## src/hw/rtl/roch_mul.sv

```systemverilog
module roch_mul (
  input  logic               clk,
  input  logic               en,
  input  logic signed [27:0] a,
  input  logic signed [27:0] b,
  output logic signed [55:0] p
);

  logic signed [55:0] p_r;

  always_ff @(posedge clk) begin
    if (en) begin
      p_r <= a * b;
    end
  end

  assign p = p_r;

endmodule

```

## config.mk

```make
export PLATFORM = sky130hd
export DESIGN_NAME = roch_mul
export DESIGN_NICKNAME = d
export VERILOG_FILES = /design/src/hw/rtl/roch_mul.sv
export SDC_FILE = /design/constraint.sdc
export NUM_CORES = 2
export LEC_CHECK = 0
export ABC_CLOCK_PERIOD_IN_PS = 17360
export BUFFER_PORTS_ARGS = -buffer_cell sky130_fd_sc_hd__buf_2
export CORE_MARGIN = 3
export CORE_UTILIZATION = 56
export CTS_CLUSTER_SIZE = 40
export DETAILED_ROUTE_END_ITERATION = 12
export GPL_ROUTABILITY_DRIVEN = 0
export PLACE_DENSITY = 0.73
export SLEW_MARGIN = 10
export SYNTH_ARGS = -nofsm -noshare
export SYNTH_HDL_FRONTEND = slang
export SYNTH_SLANG_ARGS = --single-unit
```

## constraint.sdc

```tcl
create_clock -name clk -period 17.36 [get_ports clk]
set_input_delay 3.472 -clock clk [delete_from_list [all_inputs] [get_ports clk]]
set_output_delay 3.472 -clock clk [all_outputs]
set_load 0.02 [all_outputs]
```

Word-level counts from Yosys, hierarchy flattened
Cells that the tools add are included.
{"block": "word_totals", "inputBits": 58, "out_inout_bits": 56, "regBits": 56, "elab_cells": 2}
{"block": "op_classes", "mul": 1}
{"op": "multiplier 28 x 28 -> 56 bit", "n": 1}

Longest topological paths before layout
{"block": "depth", "ltp_word": 1, "depth_mapped": 28, "ltp_nobuf": 25}

Worst setup path after synthesis
Ideal clock, no wire load.
{"block": "synth_path", "path_type": "input -> register", "startpoint": "in a[27]", "endpoint": "reg p_r[55], in the netlist p[55], data pin", "t_required_ps": 17096, "path_buffers": 2, "setup_time_ps": 264, "path_stages": 27, "t_arrival_ps": 10559, "path_slack_ps": 6536, "path_cell_list": "clkbuf_1 > clkbuf_1 > nand2_1 > inv_1 > fa_1 > inv_1 > fa_1 > inv_1 > fa_1 > fa_1 > inv_1 > fa_1 > inv_1 > fa_1 > inv_1 > fa_1 > inv_1 > ha_1 > ha_1 > and3_1 > and2_4 > and3_4 > and2_4 > and3_1 > and2_1 > nor4_1 > nor3_2"}
{"block": "synth_between", "elab_chain_cells": 1}
{"item": "start: declaration", "line": "4", "source": "input logic signed [27:0] a,"}
{"item": "multiplier 28 x 28 -> 56 bit", "line": "13", "source": "p_r <= a * b;"}
{"item": "end signal: assignment", "line": "13"}
{"item": "end: declaration", "line": "9", "source": "logic signed [55:0] p_r;"}
Every way passes these cells.
A chain may end at the register's enable or synchronous reset.

Worst setup path in the final report
Same ends and word-level chain as after synthesis.

==> metrics <==
outcome=finished, final reports clean; die height=239.9 um; GRT Total Usage=29.14%; YS warnings=0; critical path class=primary input to flip-flop; RSZ-0062 raised after global routing=false; max reg flops=56; share of cells above drive strength 1=4.978%; fin nets=4219; IO Port Bufs=113; Resize count post-CTS=0; CP Max Fanout=28; slowest stage delay, CP=0.84 ns; part of the cycle the worst path needs=65.14%; Netlist cell types=78; placed insts=3842; Root Driver=clkbuf_16; cell family with most CP delay=adder cells; post-layout minimum cycle time=11.31 ns; largest net degree at the start of global routing=57; Final Hold Viols=0; Routed Wire Length=79710 um; Mapped Area=30640 sq um; core area=54030 sq um; TritonCTS clock tree=built; vias in the first global route=24950; Overflow after GRT=0; Slew HR=42.31%; CTS sink count=56; critical path required time=17.52 ns; TritonRoute pass-1 iters=5; post-route ant nets=0; Worst-path clk slew=0.08 ns; actual slew at the worst max-slew pin=0.8653 ns; vias=21780; setup violators final=0; Die X=239.9 um; Num CTS Buffers=5; initial core utilization=56.71%; full die area=57550 sq um; DR WL/cell=20.68 um; DR iter-0 viols=1411; Post-synth EDFFs=56; Post-CTS Hold Fix Bufs=0; #FFs+latches synth=56; # DRC=0; Setup Buffers After CTS=0; CP Capture Type=flip-flop; register area share after synthesis=5.489%; CP max-delay cell=fa_1; async set-or-reset flop fraction in the synthesized netlist=0%; CTS max path bufs=2; fmax=88.43 MHz; count of pins over their slew limit=0; Post-DP HPWL=62460 um; global-route wire length before repair=128700 um; most common flop cell mapped by yosys=edfxtp_1; Worst Hold Class=primary input to flip-flop; post-route cell area=31630 sq um; Post-DP Area=31470 sq um; IO Count=114; critical path arrival=11.47 ns; MaxCap Viol Count=0; H-tree Lvls=2; syn_area_per_cell=9.583 sq um; Setup TNS=0 ns; synthesized net count=4263; Layout Utilization=58.54%; Mapped Cells=3197; initial antenna violation count=7; fin cells=3854; Avg Vias per Cell=5.650; Buf/Inv on CP=8; Rows=85; Area Overhead vs Synth=3.234%; Startpoint Class=primary input
[logic make-up (layout without fill, tap and decap cells)]
family,after synthesis,count (layout),synth area share [%]
mux,1,1,0.03675
xor+xnor,57,57,1.629
fa+ha+maj,1008,1008,61.33
compound gates,180,180,4.088
buf+inv,981,938,12.07
simple gates,914,914,15.36
other cells,0,4,0
flops,56,56,5.489
[layout by cell type, fill, tap and decap left out, types with 3 or more instances in the layout]
| cell | netlist | layout |
|---|---|---|
| buf_4 | 0 | 7 |
| nor2b_1 | 21 | 21 |
| ha_1 | 185 | 185 |
| o21ai_1 | 6 | 6 |
| edfxtp_1 | 56 | 56 |
| a31oi_1 | 11 | 11 |
| nand4_1 | 9 | 9 |
| and3_1 | 8 | 8 |
| buf_2 | 7 | 113 |
| nand2_1 | 388 | 388 |
| nand2b_1 | 7 | 7 |
| o21ai_0 | 22 | 22 |
| xnor2_1 | 45 | 45 |
| nand3_1 | 7 | 7 |
| o211ai_1 | 5 | 5 |
| o21bai_1 | 11 | 11 |
| diode_2 | 0 | 4 |
| nor2_1 | 32 | 32 |
| a21oi_1 | 49 | 49 |
| a211oi_1 | 8 | 8 |
| o31ai_1 | 3 | 3 |
| o21a_1 | 5 | 5 |
| nor3b_1 | 3 | 3 |
| inv_1 | 810 | 810 |
| a21oi_2 | 4 | 4 |
| clkbuf_16 | 0 | 5 |
| o21ai_2 | 3 | 3 |
| fa_1 | 823 | 823 |
| a21o_1 | 20 | 20 |
| and2_1 | 403 | 403 |
| a311oi_1 | 3 | 3 |
| xor2_1 | 12 | 12 |
| nor3_1 | 14 | 14 |
[metal layers]
layer  global-route usage, %  routed length, um  vias to the layer above  share of wire [%]
li1                        -                  -                     9125                  -
met1                   33.31              27260                    11410                 34
met2                   50.92              40590                      905                 51
met3                   3.499               4757                      341                6.0
met4                   21.00               7100                        0                8.9
met5                       0                  0                        -                  0
[layout make-up]
cell class              instances  area [sq um]
inverters                     810          3040
fillers                      4663         22400
multi-input cells            2160         25260
diodes                          4         10.01
repair buffers                120         618.1
clock inverters                 3         25.02
clock buffers                   5         125.1
well taps                     696         870.8
flip-flops and latches         56          1682
[path summary, 6_finish.rpt]
check / startpoint / endpoint / slack (ns) / cells past startpoint
min: en / p[52] / 3.83 / 2
max: a[27] / p[55] / 6.05 / 25
[metrics by stage]
step	hold WS (ns)	setup WS (ns)
5_1_grt	3.886	5.451
4_1_cts	3.859	6.043
3_3_place_gp	3.919	5.909
2_1_floorplan	3.585	6.536
6_report	3.831	6.051
3_5_place_dp	3.919	5.739
[cell usage after synthesis (2+ instances only)]
library cell | instances | area share (%)
ha_1 | 185 | 7.6
a211oi_1 | 8 | 0.20
nand4_1 | 9 | 0.18
nor2b_1 | 21 | 0.43
o21ai_2 | 3 | 0.086
and2_4 | 2 | 0.057
a2111oi_2 | 2 | 0.098
a21boi_0 | 2 | 0.049
nor2_1 | 32 | 0.39
nand3_1 | 7 | 0.11
buf_2 | 7 | 0.11
o21ai_1 | 6 | 0.098
or3_1 | 2 | 0.041
nor3_1 | 14 | 0.23
a311oi_1 | 3 | 0.086
o211a_1 | 2 | 0.065
a21o_1 | 20 | 0.49
inv_1 | 810 | 9.9
o31ai_1 | 3 | 0.074
nor3b_1 | 3 | 0.074
a21oi_1 | 49 | 0.80
o21ai_0 | 22 | 0.36
clkbuf_1 | 163 | 2.0
xnor2_1 | 45 | 1.3
nand2_1 | 388 | 4.8
edfxtp_1 | 56 | 5.5
fa_1 | 823 | 54
a31oi_1 | 11 | 0.22
and2_1 | 403 | 8.2
o211ai_1 | 5 | 0.12
o21bai_1 | 11 | 0.27
a22oi_1 | 2 | 0.049
a21oi_2 | 4 | 0.11
o21a_1 | 5 | 0.12
xor2_1 | 12 | 0.34
or2_2 | 2 | 0.041
nand2b_1 | 7 | 0.14
and3_1 | 8 | 0.16
Power is left out: the tool's default activity adds up to more than one toggle a clock period on the data nets, which glitch-free logic cannot reach.
