$ cat src/hw/rtl/roch_pkg.sv
package roch_pkg;

  typedef enum logic [3:0] {
    ST_IDLE,
    ST_MUL,
    ST_LEN,
    ST_SQRT,
    ST_DIVX,
    ST_DIVY,
    ST_SLAB,
    ST_SL1,
    ST_SL2,
    ST_UPD,
    ST_FIN,
    ST_OUT
  } st_t;

  // Multiplier schedule, one product per entry
  typedef enum logic [4:0] {
    OP_AX2,
    OP_AY2,
    OP_SF_U2,
    OP_SF_T1,
    OP_SF_T,
    OP_SF_R,
    OP_CF_U2,
    OP_CF_T1,
    OP_CF_T,
    OP_CF_R,
    OP_LOX_A,
    OP_LOX_B,
    OP_LOY_A,
    OP_LOY_B,
    OP_LDX_A,
    OP_LDX_B,
    OP_LDY_A,
    OP_LDY_B,
    OP_HX,
    OP_HY
  } op_t;

  typedef struct packed {
    logic        start;
    logic [63:0] dividend;
    logic [31:0] divisor;
  } div_req_t;

  typedef struct packed {
    logic        start;
    logic [63:0] value;
  } sqrt_req_t;

  localparam logic [0:0]  REG_MASK = 1'b0;
  localparam logic [0:0]  REG_LEN  = 1'b1;

  localparam logic [14:0] TRIG_ONE = 15'd16384;
  localparam logic [14:0] SIN_A    = 15'd25736;
  localparam logic [13:0] SIN_B    = 14'd10512;
  localparam logic [10:0] SIN_C    = 11'd1160;
  localparam int          PAR_EPS  = 3;
  localparam logic [15:0] LEN_RST  = 16'd256;

endpackage

$ cat src/hw/rtl/roch_div.sv
module roch_div (
  input  logic               clk,
  input  logic               rst_n,
  input  roch_pkg::div_req_t req,
  output logic               done,
  output logic [63:0]        quot
);

  logic [63:0] q_r, q_nxt;
  logic [31:0] rem_r, rem_nxt;
  logic [31:0] dsr_r, dsr_nxt;
  logic [5:0]  cnt_r, cnt_nxt;
  logic        busy_r, busy_nxt;
  logic        done_r, done_nxt;
  logic [32:0] rem_sh;
  logic [32:0] diff;
  logic        ge;

  always_comb begin
    rem_sh   = {rem_r, q_r[63]};
    diff     = rem_sh - {1'b0, dsr_r};
    ge       = rem_sh >= {1'b0, dsr_r};
    q_nxt    = q_r;
    rem_nxt  = rem_r;
    dsr_nxt  = dsr_r;
    cnt_nxt  = cnt_r;
    busy_nxt = busy_r;
    done_nxt = 1'b0;
    if (req.start) begin
      q_nxt    = req.dividend;
      rem_nxt  = '0;
      dsr_nxt  = req.divisor;
      cnt_nxt  = '0;
      busy_nxt = 1'b1;
    end else if (busy_r) begin
      rem_nxt = ge ? diff[31:0] : rem_sh[31:0];
      q_nxt   = {q_r[62:0], ge};
      cnt_nxt = cnt_r + 6'd1;
      if (cnt_r == 6'd63) begin
        busy_nxt = 1'b0;
        done_nxt = 1'b1;
      end
    end
  end

  always_ff @(posedge clk) begin
    if (!rst_n) begin
      busy_r <= 1'b0;
      done_r <= 1'b0;
      cnt_r  <= '0;
    end else begin
      busy_r <= busy_nxt;
      done_r <= done_nxt;
      cnt_r  <= cnt_nxt;
    end
    q_r   <= q_nxt;
    rem_r <= rem_nxt;
    dsr_r <= dsr_nxt;
  end

  assign done = done_r;
  assign quot = q_r;

endmodule

$ cat config.mk
export PLATFORM = sky130hd
export DESIGN_NAME = roch_div
export DESIGN_NICKNAME = d
export VERILOG_FILES = /design/src/hw/rtl/roch_pkg.sv /design/src/hw/rtl/roch_div.sv
export SDC_FILE = /design/constraint.sdc
export NUM_CORES = 1
export LEC_CHECK = 0
export ABC_AREA = 1
export BUFFER_PORTS_ARGS = -buffer_cell sky130_fd_sc_hd__buf_2
export CORE_UTILIZATION = 62
export CTS_BUF_LIST = sky130_fd_sc_hd__clkbuf_4
export CTS_CLUSTER_SIZE = 24
export DETAILED_ROUTE_END_ITERATION = 10
export PLACE_DENSITY_LB_ADDON = 0.25
export SETUP_SLACK_MARGIN = 0.3
export SLEW_MARGIN = 0
export SYNTH_ARGS = -nofsm -noshare
export SYNTH_HDL_FRONTEND = slang
export SYNTH_SLANG_ARGS = --single-unit
$ cat constraint.sdc
create_clock -name clk -period 4.92 [get_ports clk]
set_input_delay 0.246 -clock clk [delete_from_list [all_inputs] [get_ports clk]]
set_output_delay 0.246 -clock clk [all_outputs]
set_load 0.01 [all_outputs]
== Yosys cells after proc, flatten, opt, wreduce, memory -nomap -nowiden ==
Index checks and enable logic that the tools add are counted.
Word-level totals
  bits in registers: 136
  latch bits: 0
  memory bits (writable): 0
  bits in read-only memories: 0
  input bits: 99
  output and inout bits: 65
  logic and storage cells: 22
  memories kept: 0
Operators by class
  add/subtract/negate cells: 2
  multipliers: 0
  divide/modulo/power cells: 0
  order comparisons: 1
  eq/ne operators: 1
  shift operators: 0
  muxes and demuxes: 7
  bitwise operators: 2
  reductions and logical operators: 3
Operators by type and width (number)
  64-bit two-way mux: 2
  33-bit by 32-bit greater-or-equal comparator with 1-bit output: 1
  32-bit two-way mux: 1
  32-bit subtractor: 1
  6-bit by 1-bit adder with 6-bit output, second input constant: 1
  6-bit == test, second input constant: 1
  1-bit two-way mux: 4
  3-bit OR reduction: 1
  1-bit NOT: 2
  2-bit nonzero test: 1
  2-bit OR reduction: 1

== Depth between registers and ports, before layout ==
  depth after elaboration: 4
  mapped depth: 16
  depth with buffers taken out: 16

== Worst setup path after synthesis ==
OpenSTA, ideal clock, no wires.
  path kind: register to register
  start: register busy_r
  end: register q_r[0] (netlist: quot[0]), enable pin
  setup time: 454 ps
  arrival: 2611 ps
  data required time: 4466 ps
  path slack: 1855 ps
  cell stages (with the launch flop): 4
  path buffers: 1
  clock period less this slack: 3065 ps
  cells stage by stage: dfxtp_1 > nor2_1 > inv_2 > buf_1
On the way
  word-level cells in the longest chain between the ends: 1
Ends and longest elaborated chain
  from (decl): line roch_div.sv:13  | logic busy_r, busy_nxt;
  from (signal assigned): line roch_div.sv:52  | busy_r <= busy_nxt;
  2-bit nonzero test (no line)
  to (signal assigned): line roch_div.sv:56  | q_r <= q_nxt;
  to (decl): line roch_div.sv:9  | logic [63:0] q_r, q_nxt;
Every way passes these cells.
A chain may end at the register's enable or synchronous reset.

== Worst setup path after layout ==
  start: register dsr_r[28]
  end: register rem_r[1]
On the way
  word-level cells in the longest chain between the ends: 2
Ends and longest elaborated chain
  from (decl): line roch_div.sv:11  | logic [31:0] dsr_r, dsr_nxt;
  from (signal assigned): line roch_div.sv:58  | dsr_r <= dsr_nxt;
  33-bit by 32-bit greater-or-equal comparator with 1-bit output: line roch_div.sv:22  | ge = rem_sh >= {1'b0, dsr_r};
  32-bit two-way mux: line roch_div.sv:36  | rem_nxt = ge ? diff[31:0] : rem_sh[31:0];
  to (signal assigned): line roch_div.sv:57  | rem_r <= rem_nxt;
  to (decl): line roch_div.sv:10  | logic [31:0] rem_r, rem_nxt;
Every way passes these cells.

==> impl_metrics.json <==
{
  "syn_nets": 1245,
  "routed_wl_mm": 26.9,
  "cts_sinks": 136,
  "grt-ovfl-total": 0,
  "synth.most_common_cell": "nand2_1",
  "grt_setup_unrepaired": "no",
  "final_hold_viol_count": 0,
  "grt_pass1_vias": 8333,
  "synth_flop_cell": "edfxtp_1",
  "r2r-start": "dsr_r[28]",
  "hold_slack_ps": 48.9,
  "critPathLaunch": "dsr_r[28]",
  "place.gp.congestion": 0.938,
  "syn-cell-area_um2": 8080,
  "viasPerCell": 5.54,
  "pwr-share-seq": 0.525,
  "grt_max_degree": 74,
  "worst_setup_hold_path_clk_slew_ps": 140,
  "r2r_end": "rem_r[1]",
  "crit_buf_inv": 1,
  "hold_end": "quot[0]",
  "worstPathRequired_ps": 5440,
  "clk_latency_ps": 590,
  "yosysWarningCount": 0,
  "cp_data_arrival_time_ps": 3230,
  "dr_wl_met3_mm": 2.84,
  "ys_types": 31,
  "cts_buffer_depth": 2,
  "die_y_um": 116,
  "syn_inst": 1112,
  "fin_crit_ps": 2710,
  "power_frac_comb": 0.175,
  "initial_core_util": 0.638,
  "grtUsageTotal": 0.412,
  "route.detailed.drc": 0,
  "switchingPower_mw": 0.799,
  "cts_buffers": 17,
  "power_density_nw_per_um2": 254,
  "synth_seq_cells": 136,
  "min_period_over_period": 0.551,
  "dr.pass1.iters": 7,
  "cts-root-buf": "clkbuf_4",
  "multi_input_area_um2": 3590,
  "leakagePower_nw": 5.50,
  "synthTopCellsByArea": "edfxtp_1 (36%), nand2_1 (24%), dfxtp_1 (9.9%), inv_1 (8.2%), ha_1 (5.1%)",
  "ioPinCount": 164,
  "reg2regPathDepth": 11,
  "maxCapViolCount": 0,
  "whs_path_depth": 3,
  "p_sw_frac": 0.306,
  "max_freq_mhz": 369,
  "htreeDepth": 4,
  "hpwlAfterDp_mm": 15.1,
  "syn_area_per_cell_um2": 7.27,
  "status": "finished, final reports clean",
  "fin_skew_ps": 29.4,
  "slew_viol_final": 0,
  "endpoint_kind": "flip-flop",
  "tritoncts": "done",
  "synth-edff-count": 96,
  "ir_worst_vdd_mv": 0.223,
  "drt_iter0_drc": 866,
  "tightest_slew_ps": 1110,
  "hold_start": "req[32]",
  "tns_ps": 0,
  "wl_per_cell_um": 17.3,
  "drt-met1-wl_mm": 9.90,
  "antenna_found_initial": 1,
  "ys_async_sr_fraction": 0,
  "cts-resized-gates": 0,
  "synth_top_area_cell": "edfxtp_1",
  "crit_top_cell": "nand2_1",
  "hold_path_class": "in2reg",
  "synth_commonest_cells": "nand2_1 (510), inv_1 (176), edfxtp_1 (96), nand3_1 (71), nor2_1 (48)",
  "critPathMaxStageDelay_ps": 490,
  "cpMaxStageDelayCell": "a21oi_4",
  "grt_pass1_wl_mm": 41.3,
  "critPathKind": "reg2reg",
  "critical_path.top_delay_family": "compound AO/OA/AOI/OAI gates",
  "r2r_setup_slack_ps": 2210,
  "dieArea_um2": 13500,
  "io_buffer_count": 163,
  "fp-row-count": 41,
  "fin_nets": 1500,
  "register_area_um2": 3680,
  "cp_max_fo": 32,
  "path_cells": "inv_1 > ha_1 > a21oi_1 > nand2_1 > a21oi_1 > nand2_1 > a21oi_4 > nand2_4 > nand2_1 > nand3_1 > o21ai_0",
  "drtAntennaViolNets": 0,
  "yosysTopAreaCellShare": 0.357,
  "die_x_um": 116,
  "finalSetupViolCount": 0,
  "top_layer_used": "met4",
  "intPower_mw": 1.81,
  "start_kind": "flip-flop",
  "clock_power_share": 0.299,
  "relSlewSlack": 0.260,
  "vias": 8613,
  "fillers": 830,
  "ys_seq_area_frac": 0.456,
  "met2WireLength_mm": 12.4,
  "area_delta_synth_final_pct": 27.0,
  "drive_gt1_frac": 0.157,
  "coreArea_um2": 12700
}
-- through the flow --
stage	util	instances	cell area, um^2	power [mW]	setup slack, ps
2_1_floorplan	-	1112	8080	1.59	1850
3_3_place_gp	0.712	1424	9020	1.73	2360
3_5_place_dp	0.712	1424	9020	1.74	2290
4_1_cts	0.810	1552	10300	2.54	2240
5_1_grt	0.810	1553	10300	2.68	1940
6_report	0.810	1555	10300	2.61	2210
-- worst reg2reg max path: stages (launching register included) --
cell	delay (ps)
edfxtp_1	390
inv_1	70
ha_1	260
a21oi_1	200
nand2_1	100
a21oi_1	200
nand2_1	120
a21oi_4	490
nand2_4	410
nand2_1	190
nand3_1	100
o21ai_0	120
-- power by group through the flow --
stage / sequential (mW) / combinational [mW] / clock [mW]
after floorplan: 1.41 / 0.179 / 0
after global placement: 1.38 / 0.351 / 0
after detailed placement: 1.38 / 0.359 / 0
after CTS: 1.36 / 0.418 / 0.762
after global routing: 1.38 / 0.489 / 0.818
final: 1.37 / 0.458 / 0.782
-- state kept, by name (all words and copies together) (netlist names) --
| register | flops |
|---|---|
| quot | 64 |
| dsr_r | 32 |
| rem_r | 32 |
| cnt_r | 6 |
| busy_r | 1 |
| done | 1 |
-- metal layers --
| metal | vias up | track usage |
|---|---|---|
| li1 | 3963 | - |
| met1 | 3810 | 0.487 |
| met2 | 664 | 0.688 |
| met3 | 176 | 0.0955 |
| met4 | 0 | 0.244 |
| met5 | - | 0 |
-- final cells by class --
| type | instances | area share |
|---|---|---|
| inverters | 178 | 0.0651 |
| multi-input cells | 770 | 0.350 |
| repair buffers | 264 | 0.177 |
| clock buffers | 18 | 0.0132 |
| well taps | 172 | 0.0210 |
| flip-flops and latches | 136 | 0.359 |
| clock inverters | 14 | 0.0144 |
| diodes | 3 | 0.000731 |
-- logic make-up (layout without fill, tap and decap cells) --
kind of cell    count (synthesis)  after routing  share of synthesized area
other cells                     0              3                          0
buf+inv                       206            474                     0.0998
xor+xnor                       15             15                     0.0163
compound gates                 49             49                     0.0331
simple gates                  672            672                      0.341
fa+ha+maj                      34             34                     0.0536
flops                         136            136                      0.456
-- timing repair --
item                      CTS  global route
setup buffers               0             0
hold endpoints to repair   98             0
hold buffers               96             0
-- cell usage in the layout (no fill, tap or decap), drive strengths merged, types with 2 or more instances in the layout --
cell type	instances
edfxtp	96
nand2	515
buf	168
nand3	72
ha	33
xnor2	14
inv	181
nand4	3
o21ai	20
a21oi	24
nor3	5
clkinv	5
clkinvlp	4
bufinv	2
dlygate4sd3	96
dfxtp	40
nand3b	23
diode	3
o21bai	3
clkbuf	18
nor2	53
-- worst max path at each step --
stage | end | cells past startpoint
after floorplan | quot[0] | 3
after global placement | rem_r[4] | 13
after detailed placement | rem_r[18] | 13
after CTS | rem_r[18] | 11
after global routing | rem_r[1] | 13
final | rem_r[1] | 11
No activity file was read; power rests on OpenSTA's default activity.
