**config.mk**
```make
export PLATFORM = sky130hd
export DESIGN_NAME = roch_sqrt
export DESIGN_NICKNAME = d
export VERILOG_FILES = /design/src/hw/rtl/roch_pkg.sv /design/src/hw/rtl/roch_sqrt.sv
export SDC_FILE = /design/constraint.sdc
export NUM_CORES = 1
export LEC_CHECK = 0
export ABC_AREA = 1
export BUFFER_PORTS_ARGS = -buffer_cell sky130_fd_sc_hd__buf_4
export CAP_MARGIN = 10
export CORE_UTILIZATION = 36
export CTS_BUF_LIST = sky130_fd_sc_hd__clkbuf_16
export DETAILED_ROUTE_END_ITERATION = 12
export PLACE_DENSITY = 0.56
export SLEW_MARGIN = 0
export SYNTH_ARGS = -nofsm -noshare
export SYNTH_HDL_FRONTEND = slang
export SYNTH_SLANG_ARGS = --single-unit
```
**constraint.sdc**
```tcl
create_clock -name clk -period 9.67 [get_ports clk]
set_clock_uncertainty 0.2 [all_clocks]
set_input_delay 0.967 -clock clk [delete_from_list [all_inputs] [get_ports clk]]
set_output_delay 0.967 -clock clk [all_outputs]
set_load 0.01 [all_outputs]
```
**src/hw/rtl/roch_pkg.sv**
```systemverilog
package roch_pkg;

  typedef enum logic [3:0] {
    ST_IDLE,
    ST_MUL,
    ST_LEN,
    ST_SQRT,
    ST_DIVX,
    ST_DIVY,
    ST_SLAB,
    ST_SL1,
    ST_SL2,
    ST_UPD,
    ST_FIN,
    ST_OUT
  } st_t;

  // Multiplier schedule, one product per entry
  typedef enum logic [4:0] {
    OP_AX2,
    OP_AY2,
    OP_SF_U2,
    OP_SF_T1,
    OP_SF_T,
    OP_SF_R,
    OP_CF_U2,
    OP_CF_T1,
    OP_CF_T,
    OP_CF_R,
    OP_LOX_A,
    OP_LOX_B,
    OP_LOY_A,
    OP_LOY_B,
    OP_LDX_A,
    OP_LDX_B,
    OP_LDY_A,
    OP_LDY_B,
    OP_HX,
    OP_HY
  } op_t;

  typedef struct packed {
    logic        start;
    logic [63:0] dividend;
    logic [31:0] divisor;
  } div_req_t;

  typedef struct packed {
    logic        start;
    logic [63:0] value;
  } sqrt_req_t;

  localparam logic [0:0]  REG_MASK = 1'b0;
  localparam logic [0:0]  REG_LEN  = 1'b1;

  localparam logic [14:0] TRIG_ONE = 15'd16384;
  localparam logic [14:0] SIN_A    = 15'd25736;
  localparam logic [13:0] SIN_B    = 14'd10512;
  localparam logic [10:0] SIN_C    = 11'd1160;
  localparam int          PAR_EPS  = 3;
  localparam logic [15:0] LEN_RST  = 16'd256;

endpackage

```
**src/hw/rtl/roch_sqrt.sv**
```systemverilog
module roch_sqrt (
  input  logic                clk,
  input  logic                rst_n,
  input  roch_pkg::sqrt_req_t req,
  output logic                done,
  output logic [31:0]         root
);

  logic [63:0] v_r, v_nxt;
  logic [63:0] r_r, r_nxt;
  logic [63:0] b_r, b_nxt;
  logic [4:0]  cnt_r, cnt_nxt;
  logic        busy_r, busy_nxt;
  logic        done_r, done_nxt;
  logic [63:0] rb;
  logic        ge;

  always_comb begin
    rb       = r_r + b_r;
    ge       = v_r >= rb;
    v_nxt    = v_r;
    r_nxt    = r_r;
    b_nxt    = b_r;
    cnt_nxt  = cnt_r;
    busy_nxt = busy_r;
    done_nxt = 1'b0;
    if (req.start) begin
      v_nxt    = req.value;
      r_nxt    = '0;
      b_nxt    = 64'h4000_0000_0000_0000;
      cnt_nxt  = '0;
      busy_nxt = 1'b1;
    end else if (busy_r) begin
      v_nxt   = ge ? v_r - rb : v_r;
      r_nxt   = ge ? (r_r >> 1) + b_r : r_r >> 1;
      b_nxt   = b_r >> 2;
      cnt_nxt = cnt_r + 5'd1;
      if (cnt_r == 5'd31) begin
        busy_nxt = 1'b0;
        done_nxt = 1'b1;
      end
    end
  end

  always_ff @(posedge clk) begin
    if (!rst_n) begin
      busy_r <= 1'b0;
      done_r <= 1'b0;
      cnt_r  <= '0;
    end else begin
      busy_r <= busy_nxt;
      done_r <= done_nxt;
      cnt_r  <= cnt_nxt;
    end
    v_r <= v_nxt;
    r_r <= r_nxt;
    b_r <= b_nxt;
  end

  assign done = done_r;
  assign root = r_r[31:0];

endmodule

```
# Word level (Yosys, flattened, before mapping)
# Index checks and enable logic that the tools add are counted.
dict set report op_classes {
  n_addsub 4
  n_lt_le_gt_ge 1
  n_eq_ne 1
  mux 8
  bitwise_logic 2
  reduce_logical 5
}
# cell count
set ops {}
lappend ops {{2-to-1 mux 64 bit} 4}
lappend ops {{adder 63 x 63 -> 64 bit} 1}
lappend ops {{adder 64 x 63 -> 64 bit} 1}
lappend ops {{>= comparator 64 bit} 1}
lappend ops {{subtractor 64 bit} 1}
lappend ops {{adder 5 x 1 -> 5 bit (second input constant)} 1}
lappend ops {{== test 5 bit (second input constant)} 1}
lappend ops {{2-to-1 mux 1 bit} 4}
lappend ops {{nonzero test 2 bit} 2}
lappend ops {{OR reduction 3 bit} 1}
lappend ops {{NOT 1 bit} 2}
lappend ops {{AND reduction 2 bit} 1}
lappend ops {{OR reduction 2 bit} 1}
dict set report totals {
  reg_bits 167
  input_bits 67
  output_inout_bits 33
  wordCells 27
}

# Depth between registers and ports, before layout
# Gate-level depths: netlist (run 1).
dict set report logic_depth {
  depth_word 5
  mapped_depth 31
  depth_no_buf 29
}

# Worst setup path after synthesis (run 1)
# No wires, ideal clock.
dict set report synth_path {
  path_kind {reg2reg}
  start {register r_r[6]}
  end {register v_r[0] (enable)}
  setup_ps 424
  t_arrival_ps 4561
  t_required_ps 9046
  path_slack_ps 4485
  stages_incl_launch_ff 24
  n_path_buf 1
  period_less_slack_ps 5185
  cell_sequence {dfxtp_1 ha_1 nand2_1 o21ai_0 nor2_1 nand2_1 o21ai_0 o21ai_1 nand2_1 nand2_1 a21oi_1 xor2_1 ha_1 nand2_1 nor2_1 inv_2 nor2_2 nand2_1 nor3_2 nand2_2 nand2_2 nand2_2 buf_2 nand2_1}
}
dict set report synth_via {
  elab_chain_cells 4
}
# element line
set synth_rtl {}
lappend synth_rtl {{from (decl)} roch_sqrt.sv:10} ;# logic [63:0] r_r, r_nxt;
lappend synth_rtl {{from (signal assigned)} roch_sqrt.sv:56} ;# r_r <= r_nxt;
lappend synth_rtl {{adder 64 x 63 -> 64 bit} roch_sqrt.sv:19} ;# rb = r_r + b_r;
lappend synth_rtl {{>= comparator 64 bit} roch_sqrt.sv:20} ;# ge = v_r >= rb;
lappend synth_rtl {{nonzero test 2 bit (no source line)} n/a}
lappend synth_rtl {{AND reduction 2 bit (no source line)} n/a}
lappend synth_rtl {{to (signal assigned)} roch_sqrt.sv:55} ;# v_r <= v_nxt;
lappend synth_rtl {{to (decl)} roch_sqrt.sv:9} ;# logic [63:0] v_r, v_nxt;
# Every way passes these cells.
# A chain may end at the register's enable or synchronous reset.

# Worst setup path in the final report (run 1)
dict set report layout_path {
  start {register r_r[26]}
  end {register v_r[62] (enable)}
}
# The elaborated chain is that of the path after synthesis.

==> results of run 1 <==
-- per-stage QoR --
step,setup WS [ps],hold WS [ps],cell area [um^2]
floorplan,4490,245,20300
global placement,3120,259,21400
detailed placement,3090,259,21400
CTS,3070,271,22000
global route,2500,317,22000
finish,2970,269,22000
-- power breakdown --
group	switching [uW]	internal [uW]	total [uW]	leakage, uW
clock	398	345	743	0.000286
combinational	2840	1390	4230	0.00826
sequential	318	1020	1340	0.00148
-- logic make-up (layout without fill, tap and decap cells) --
| family | Yosys count | in the layout |
|---|---|---|
| flops | 167 | 167 |
| buf+inv | 618 | 640 |
| simple gates | 2099 | 2099 |
| xor+xnor | 99 | 99 |
| compound gates | 485 | 485 |
| fa+ha+maj | 133 | 133 |
-- final cells by class --
type / instances / area share, %
Clock buffer: 17 / 1.93
Timing Repair Buffer: 109 / 3.72
Clock inverter: 15 / 0.711
Inverter: 499 / 8.52
Multi-Input combinational cell: 2816 / 62.7
Sequential cell: 167 / 18.1
Tap cell: 748 / 4.26
-- critical path: cells and delay by family (launching register included) --
family          cells  cell delay (ps)
simple gates       11             2130
buf+inv             3             1010
fa+ha+maj           2              600
xor+xnor            1              490
flops               1              630
compound gates      4             1150
-- final timing paths --
path	from	endpoint	slack, ps	cells after the start
worst min register to register	cnt_r[4]$_SDFFE_PP0P_	cnt_r[4]$_SDFFE_PP0P_	270	2
worst min-delay path	cnt_r[4]$_SDFFE_PP0P_	cnt_r[4]$_SDFFE_PP0P_	270	2
worst max-delay path	r_r[26]$_SDFFE_PP0P_	v_r[62]$_DFFE_PP_	2970	21
worst max register to register	r_r[26]$_SDFFE_PP0P_	v_r[62]$_DFFE_PP_	2970	21
-- registers in the layout, summed over array words and instances (netlist names) --
name and count:
cnt_r 5, r_r 64, b_r 32, v_r 64, busy_r 1, done 1
-- cell usage in the layout (no fill, tap or decap), types with 33 or more instances in the layout --
cell	n
buf_4	109
xor2_1	47
nand4_1	33
nor3_1	40
ha_1	132
xnor2_1	52
edfxtp_1	64
o21ai_0	169
nand3b_1	34
dfxtp_1	102
nand3_1	296
inv_1	494
nand2_1	1218
nor2_1	434
a21oi_1	227
-- per-layer routing --
metal	wire length, um	GRT usage (%)	vias to the layer above	share of wire [%]
met2	38300	49.1	717	46
met3	4220	3.23	153	5.0
met4	3590	14.1	0	4.3
li1	-	-	11500	-
met5	0	0	-	0
met1	37600	37.9	10400	45
==> run metrics, run 1 <==
CTS Buffer Depth=2; leakage power=around 0.010 uW; main combinational cell family by area after synthesis=simple AND/OR/NAND/NOR gates; # nets final=~3800; Cell variety after synth=44; Detail Placement HPWL=around 68 mm; crit-path max cell delay=710 ps; number of synthesized flops with an enable pin=64; FFs w/ async S/R, synth=0%; Post-DRT Antenna Nets=0; Area contributors post-synth=nand2_1, dfxtp_1, edfxtp_1, inv_1, ha_1; Die H=roughly 240 um; Tcrit/Tclk final=around 70%; mux cell area share after synthesis=0%; vias in the first global route=21800; CP arrival=around 6700 ps; worst slew pin tran=~870 ps; Power Density=roughly 290 nW/um^2; CP Max Fanout=49; Max Freq=approximately 150 MHz; GPL Wtd Cong=around 1.0; RSZ-0062 raised after global routing=false; crit path cell chain=ha_1, nand2_1, o21ai_0, nand2_1, o21ai_0, o21bai_1, a21oi_1, xor2_1, ha_1, nand2_1, nor2_1, inv_1, nor2_4, nand2_1, nor3_2, nand2_2, buf_4, nand2_2, nand2_2, nand2_2, buf_4; Fin. Hold Viols=0; Required @ worst endpoint=9630 ps; Routed WL=~84 mm; cts hold-fix bufs=0; global-route wire length before repair=roughly 130 mm; Initial Util=36.6%; post-placement cell count=4339; clock slew at reported path FFs=80 ps; post-CTS sizing=0; Post-Synth Simple-Gate Area=approximately 43%; Multi-input gate area=between 10000 and 15000 um^2; Pre-antenna DRT Iters=6; initial drt markers=1871; Final Non-Filler Cells=between 4000 and 5000; adder-cell share of the synthesized area=under 10%; Synth Flop Type=dfxtp_1; Synthesis Warnings=0; CTS H-tree lvls=4; crit path launch type=flop; Root Buffer Master=clkbuf_16; Tot GR Track Use=between 20 and 30%; IO buf count=a little under 100; top cell type's share of synthesized area=a little under a quarter; Compound-Gate Fraction of Synth Area=12.9%; clock buffer count from CTS=17; VDD IR max=177 uV; initial antenna violation count=0; final max-slew violation count=0; setup TNS=0 ps; time the worst path needs with I/O delays and setup=6700 ps; register area share after synthesis=19.6%; top cells by count, synth=nand2_1, inv_1, nor2_1, nand3_1, a21oi_1; # rows=86; critical path capture point type=flop; wire per inst=approximately 19 um; Synth Area in XOR/XNOR=~4.3%; clock sink count=around 170; DR vias/cell=~5.2; Core Box Area=roughly 55000 um^2; fill count=between 6000 and 7000; CTS tree=done; Post-Syn Area per Cell=~5.6 um^2; Syn Std Cell Area=around 20000 um^2; largest net degree at the start of global routing=71; Reg area=roughly 4000 um^2; Synthesized Nets=3801; maxcap violations=0; DRC errors left=0; worst-path cell with the longest stage delay=nand2_2; Core Util, Final=approximately 40%; Synth Instances=3601; # IOs=100; Tot Pwr=about 6300 uW; vias=22800; antenna cells=0; share of layout cells above drive strength 1=under 10%; postcts setup bufs=0; most numerous cell in the Yosys netlist=nand2_1; Die W=roughly 240 um; endpoints failing setup=0; Synth area leader=nand2_1; status=finished, final reports clean; Crit Path Class=reg2reg; relative slew slack=42.0%; Area growth, synth to finish=8.43%; GRT Residual Overflow=0; Hold Path Class=reg2reg; die area=57300 um^2; Synth Register Bits=roughly 170; worst-skew pair later-pin latency=approximately 520 ps
Power figures use the tool's default switching activity.
==> run 2, diff against run 1 <==
- clock period: 9.67 -> 6.29 ns (I/O delays scaled with it)
==> run 2 against run 1 <==
  * Flip-flop and latch count unchanged
  * Die area unchanged
  * Count of clock-buffer cells in the layout unchanged
  * Sequential power increased by 50%
  * Wire length decreased by 2.9%
  * Clock power increased by 55%
  * Total power increased by 54%
  * Sequential share of layout area decreased by 0.11 points
  * Final area increased by 0.59%
  * Core utilization increased by 0.23 points
  * First-iteration DRC count increased by 0.32%
  * Critical path type unchanged
  * Critical endpoint is now v_r[14]$_DFFE_PP_
  * Highest routed layer unchanged
==> run metrics, run 2 (synthesized netlist as in run 1, its figures left out) <==
VDD IR max=310 uV (+75%); RSZ-0062 raised after global routing=false; CTS Buffer Depth=2 (unchanged); initial drt markers=1877 (+0.32%); Pre-antenna DRT Iters=6 (unchanged); worst slew pin tran=786 ps (-83.9 ps); Detail Placement HPWL=66.4 mm (-2.6%); vias in the first global route=21600 (-1.1%); Area growth, synth to finish=9.08%; time the worst path needs with I/O delays and setup=5350 ps (-1350 ps); Post-DRT Antenna Nets=0 (unchanged); # IOs=100 (unchanged); crit path cell chain=ha_1, nand2_1, o21ai_0, nand2_1, o21ai_0, o21bai_1, a21oi_1, o21ai_0, xnor2_1, ha_1, nand2_1, nor2_1, nand2_1, nor2_1, a21oi_4, nand2_2, nand2_2, nand2_2, buf_12; Max Freq=187 MHz (+25%); Initial Util=36.6% (unchanged); critical path capture point type=flop; share of layout cells above drive strength 1=5.42% (+0.29 points); GRT Residual Overflow=0 (unchanged); largest net degree at the start of global routing=71 (unchanged); relative slew slack=47.1% (+5.1 points); CP Max Fanout=52 (+6.1%); leakage power=0.0101 uW (+0.76%); Fin. Hold Viols=0 (unchanged); crit path launch type=flop; final max-slew violation count=0 (unchanged); IO buf count=99 (unchanged); # rows=86 (unchanged); Routed WL=81.3 mm (-2.9%); vias=22800 (-0.14%); Root Buffer Master=clkbuf_16; antenna cells=0 (unchanged); most common cell after layout, fill and taps aside=nand2_1; Largest regs=r_r: 64 flops, v_r: 64 flops, b_r: 32 flops; CP arrival=5340 ps (-1320 ps); Core Box Area=55400 um^2 (unchanged); clock slew at reported path FFs=80 ps (about the same); Power Density=438 nW/um^2 (+53%); cts hold-fix bufs=0 (unchanged); wire per inst=18.6 um (-3.2%); clock buffer count from CTS=17 (unchanged); Die H=239 um (unchanged); worst-path cell with the longest stage delay=dfxtp_1; Core Util, Final=39.9% (+0.23 points); setup TNS=0 ps (unchanged); maxcap violations=0 (unchanged); post-CTS sizing=0 (unchanged); endpoints failing setup=0 (unchanged); Die W=239 um (unchanged); postcts setup bufs=0 (unchanged); Worst path most repeated cell=nand2_1; worst-skew pair later-pin latency=520 ps (about the same); CTS H-tree lvls=4 (unchanged); DRC errors left=0 (unchanged); GPL Wtd Cong=1.00 (-2.7%); DR vias/cell=5.20 (-0.39%); Tot GR Track Use=28.7% (-0.79 points); CTS tree=done; initial antenna violation count=0 (unchanged); global-route wire length before repair=124 mm (-2.0%); clock sink count=167 (unchanged); crit-path max cell delay=640 ps (-70 ps); Crit Path Class=reg2reg; status=finished, final reports clean; Required @ worst endpoint=6270 ps (-3360 ps); Hold Path Class=in2reg; Tcrit/Tclk final=85.1% (+16 points); most frequent cells in the layout=nand2_1, inv_1, nor2_1; # nets final=3821 (+0.29%); die area=57300 um^2 (unchanged)
==> run 2: cell type report <==
class                           count  area [um^2]
Fill cell                        6308        33300
Multi-Input combinational cell   2816        13800
Sequential cell                   167         3990
Inverter                          499         1870
Tap cell                          748          936
Timing Repair Buffer              120          926
Clock buffer                       17          425
Clock inverter                     15          179
==> run 2: worst max-delay path: cells and delay by family, from the launching register on <==
family	cells	cell delay [ps]
flops	1	640
xor+xnor	1	190
simple gates	9	1400
buf+inv	1	310
fa+ha+maj	2	690
compound gates	6	1500
==> run 2: path summary, 6_finish.rpt <==
kind / startpoint / endpoint / slack, ps / cells after the start
max: r_r[26]$_SDFFE_PP0P_ / v_r[14]$_DFFE_PP_ / 940 / 19
min: req[45] / v_r[45]$_DFFE_PP_ / 180 / 3
max reg2reg: r_r[26]$_SDFFE_PP0P_ / v_r[14]$_DFFE_PP_ / 940 / 19
min reg2reg: cnt_r[4]$_SDFFE_PP0P_ / cnt_r[4]$_SDFFE_PP0P_ / 270 / 2
==> run 2: report_power, final <==
part	internal (uW)	switching, uW
logic	2180	4360
registers	1560	444
clock network	569	582
total	4310	5380
==> run 2: metal layers <==
layer | vias to the layer above | track usage (%) | wire length [um]
li1 | 11500 | - | -
met1 | 10400 | 38.8 | 37800
met2 | 673 | 46.2 | 36400
met3 | 145 | 2.66 | 3720
met4 | 0 | 12.8 | 3380
met5 | - | 0 | 0
==> run 2: stage by stage <==
step | instances | power [uW] | cell area, um^2 | hold WS [ps] | setup slack [ps]
5_1_grt | 4382 | 10500 | 22100 | 175 | 615
6_report | 4382 | 9700 | 22100 | 181 | 935
4_1_cts | 4382 | 9590 | 22100 | 145 | 996
3_5_place_dp | 4350 | 8400 | 21500 | 264 | 1040
2_1_floorplan | 3601 | 6480 | 20300 | 245 | 1110
3_3_place_gp | 4350 | 8430 | 21500 | 262 | 1000
==> run 3, diff against run 2 <==
- BUFFER_PORTS_ARGS: -buffer_cell sky130_fd_sc_hd__buf_4 -> not set
- DONT_BUFFER_PORTS: not set -> 1
- PLACE_DENSITY: 0.56 -> 0.54
- clock period: 6.29 -> 6.3 ns (I/O delays scaled with it)
==> run 3 against run 2 <==
  * Global-route usage increased by 0.70 points
  * Flip-flop and latch count unchanged
  * Final area decreased by 2.9%
  * Die area unchanged
  * Sequential share of layout area increased by 0.53 points
  * Worst setup slack improved by 9.1 ps
  * Critical path depth increased by 2
  * Largest power group unchanged
==> run metrics, run 3 (synthesized netlist as in run 1, its figures left out) <==
Tot Pwr=9630 uW (-0.73%); critical path capture point type=flop; IO buf count=0 (-100%); Area growth, synth to finish=5.96%; worst-skew pair later-pin latency=510 ps (about the same); Tot GR Track Use=29.4% (+0.70 points); cts hold-fix bufs=2 (+2); setup TNS=0 ps (unchanged); Seq pwr share=20.4% (-0.3 points); maxcap violations=0 (unchanged); VDD IR max=305 uV (-1.7%); RR Startpoint=r_r[10]$_SDFFE_PP0P_; FF-to-FF path depth=21 (+2); crit-path max cell delay=670 ps (+30 ps); combinational share of power=67.5% (about the same); crit path cell chain=ha_1, nand2_1, o21ai_1, nor2_1, nand2_1, o21ai_0, o21ai_1, nand2_1, nand2_1, a21oi_1, xor2_1, ha_1, a21oi_1, nand2_1, a21oi_1, nand2_1, a21oi_4, nand2_2, nand2_2, nand2_2, buf_12; crit path launch type=flop; Pre-antenna DRT Iters=5 (-1); leakage power=0.00969 uW (-4.1%); post-CTS sizing=0 (unchanged); Fin. Hold Viols=0 (unchanged); Die H=239 um (unchanged); CP bufs+invs=1 (unchanged); # nets final=3735 (-2.3%); most frequent cells in the layout=nand2_1, inv_1, nor2_1; internal power=4240 uW (-1.7%); Power Density=448 nW/um^2 (+2.2%); CTS H-tree lvls=4 (unchanged); post-placement cell count=4262 (-2.0%); share of layout cells above drive strength 1=3.10% (-2.3 points); time the worst path needs with I/O delays and setup=5360 ps (+0.900 ps); Final Non-Filler Cells=4297 (-1.9%); most common cell after layout, fill and taps aside=nand2_1; postcts setup bufs=0 (unchanged); Detail Placement HPWL=66.9 mm (+0.78%); Routed WL=83.4 mm (+2.5%); worst slew pin tran=1050 ps (+265 ps); CTS tree=done; GRT Residual Overflow=0 (unchanged); crit path from=r_r[10]$_SDFFE_PP0P_; global-route wire length before repair=126 mm (+2.0%); Clk pwr share=12.1% (+0.2 points); P_sw=5390 uW (about the same); flop-to-flop setup slack=940 ps (about the same); Required @ worst endpoint=6300 ps (+30 ps); worst-path cell with the longest stage delay=dfxtp_1; initial drt markers=1992 (+6.1%); clock sink count=167 (unchanged); GPL Wtd Cong=1.06 (+5.9%); Initial Util=36.6% (unchanged); Max Freq=187 MHz (about the same); Hold WS=57.4 ps (-124 ps); # IOs=100 (unchanged); Die W=239 um (unchanged); largest net degree at the start of global routing=84 (+18%); Core Box Area=55400 um^2 (unchanged); Tcrit/Tclk final=85.0% (-0.12 points); status=finished, final reports clean; RSZ-0062 raised after global routing=false; wire per inst=19.4 um (+4.6%); DRC errors left=0 (unchanged); final max-slew violation count=0 (unchanged); clock slew at reported path FFs=80 ps (about the same); vias in the first global route=21700 (+0.55%); vias=22400 (-1.6%); # rows=86 (unchanged); Top Family by Delay on Critical Path=compound AO/OA/AOI/OAI gates; DR vias/cell=5.22 (+0.38%); Root Buffer Master=clkbuf_16; Hold Path Class=in2reg; CTS Buffer Depth=2 (unchanged); hold path depth=2 (-1); CP Max Fanout=64 (+23%); relative slew slack=30.0% (-17 points); Post-DRT Antenna Nets=0 (unchanged); Crit Path Class=reg2reg; initial antenna violation count=0 (unchanged); clock buffer count from CTS=17 (unchanged); endpoints failing setup=0 (unchanged); Worst path most repeated cell=nand2_1; CP arrival=5350 ps (about the same); Largest regs=r_r: 64 flops, v_r: 64 flops, b_r: 32 flops; die area=57300 um^2 (unchanged); sw frac=56.0% (+0.45 points); worst min-delay path startpoint=rst_n; WP depth=21 (+2)
## run 3: changes by cell type in the layout (fill, tap and decap cells not counted), sizes merged
cell / previous run / this run
dlygate4sd3: 0 / 1
clkinvlp: 1 / 0
buf: 120 / 33
diode: 0 / 1
clkinv: 4 / 5
## run 3: final timing paths
check / end
worst min register to register: cnt_r[4]$_SDFFE_PP0P_
worst max register to register: v_r[21]$_DFFE_PP_
worst min-delay path: busy_r$_SDFF_PN0_
worst max-delay path: v_r[21]$_DFFE_PP_
## run 3: cell type report
class | count | area [um^2]
Clock inverter | 15 | 180
Antenna cell | 1 | 2.50
Multi-Input combinational cell | 2816 | 13800
Tap cell | 748 | 936
Sequential cell | 167 | 3990
Timing Repair Buffer | 34 | 290
Inverter | 499 | 1870
Clock buffer | 17 | 425
Fill cell | 6418 | 33900
## run 3: power groups by stage
| stage | Combinational (uW) | Sequential, uW | Clock (uW) |
|---|---|---|---|
| detailed placement | 6350 | 1970 | 0 |
| floorplan | 4710 | 1760 | 0 |
| global route | 7220 | 2000 | 1210 |
| global placement | 6370 | 1970 | 0 |
| CTS | 6400 | 1950 | 1180 |
| finish | 6500 | 1960 | 1160 |
## run 3: through the flow
step                area [um^2]  setup slack (ps)  utilization (%)
floorplan                 20300              1120                -
detailed placement        20800              1040             37.6
global route              21500               574             38.8
CTS                       21500              1020             38.8
global placement          20800              1100             37.6
finish                    21500               944             38.8
## run 3: layer usage
| layer | global-route usage, % | up-vias | wire length [um] |
|---|---|---|---|
| li1 | - | 11300 | - |
| met4 | 13.7 | 0 | 3590 |
| met3 | 3.84 | 154 | 4690 |
| met1 | 38.3 | 10200 | 37600 |
| met5 | 0 | - | 0 |
| met2 | 48.1 | 770 | 37600 |
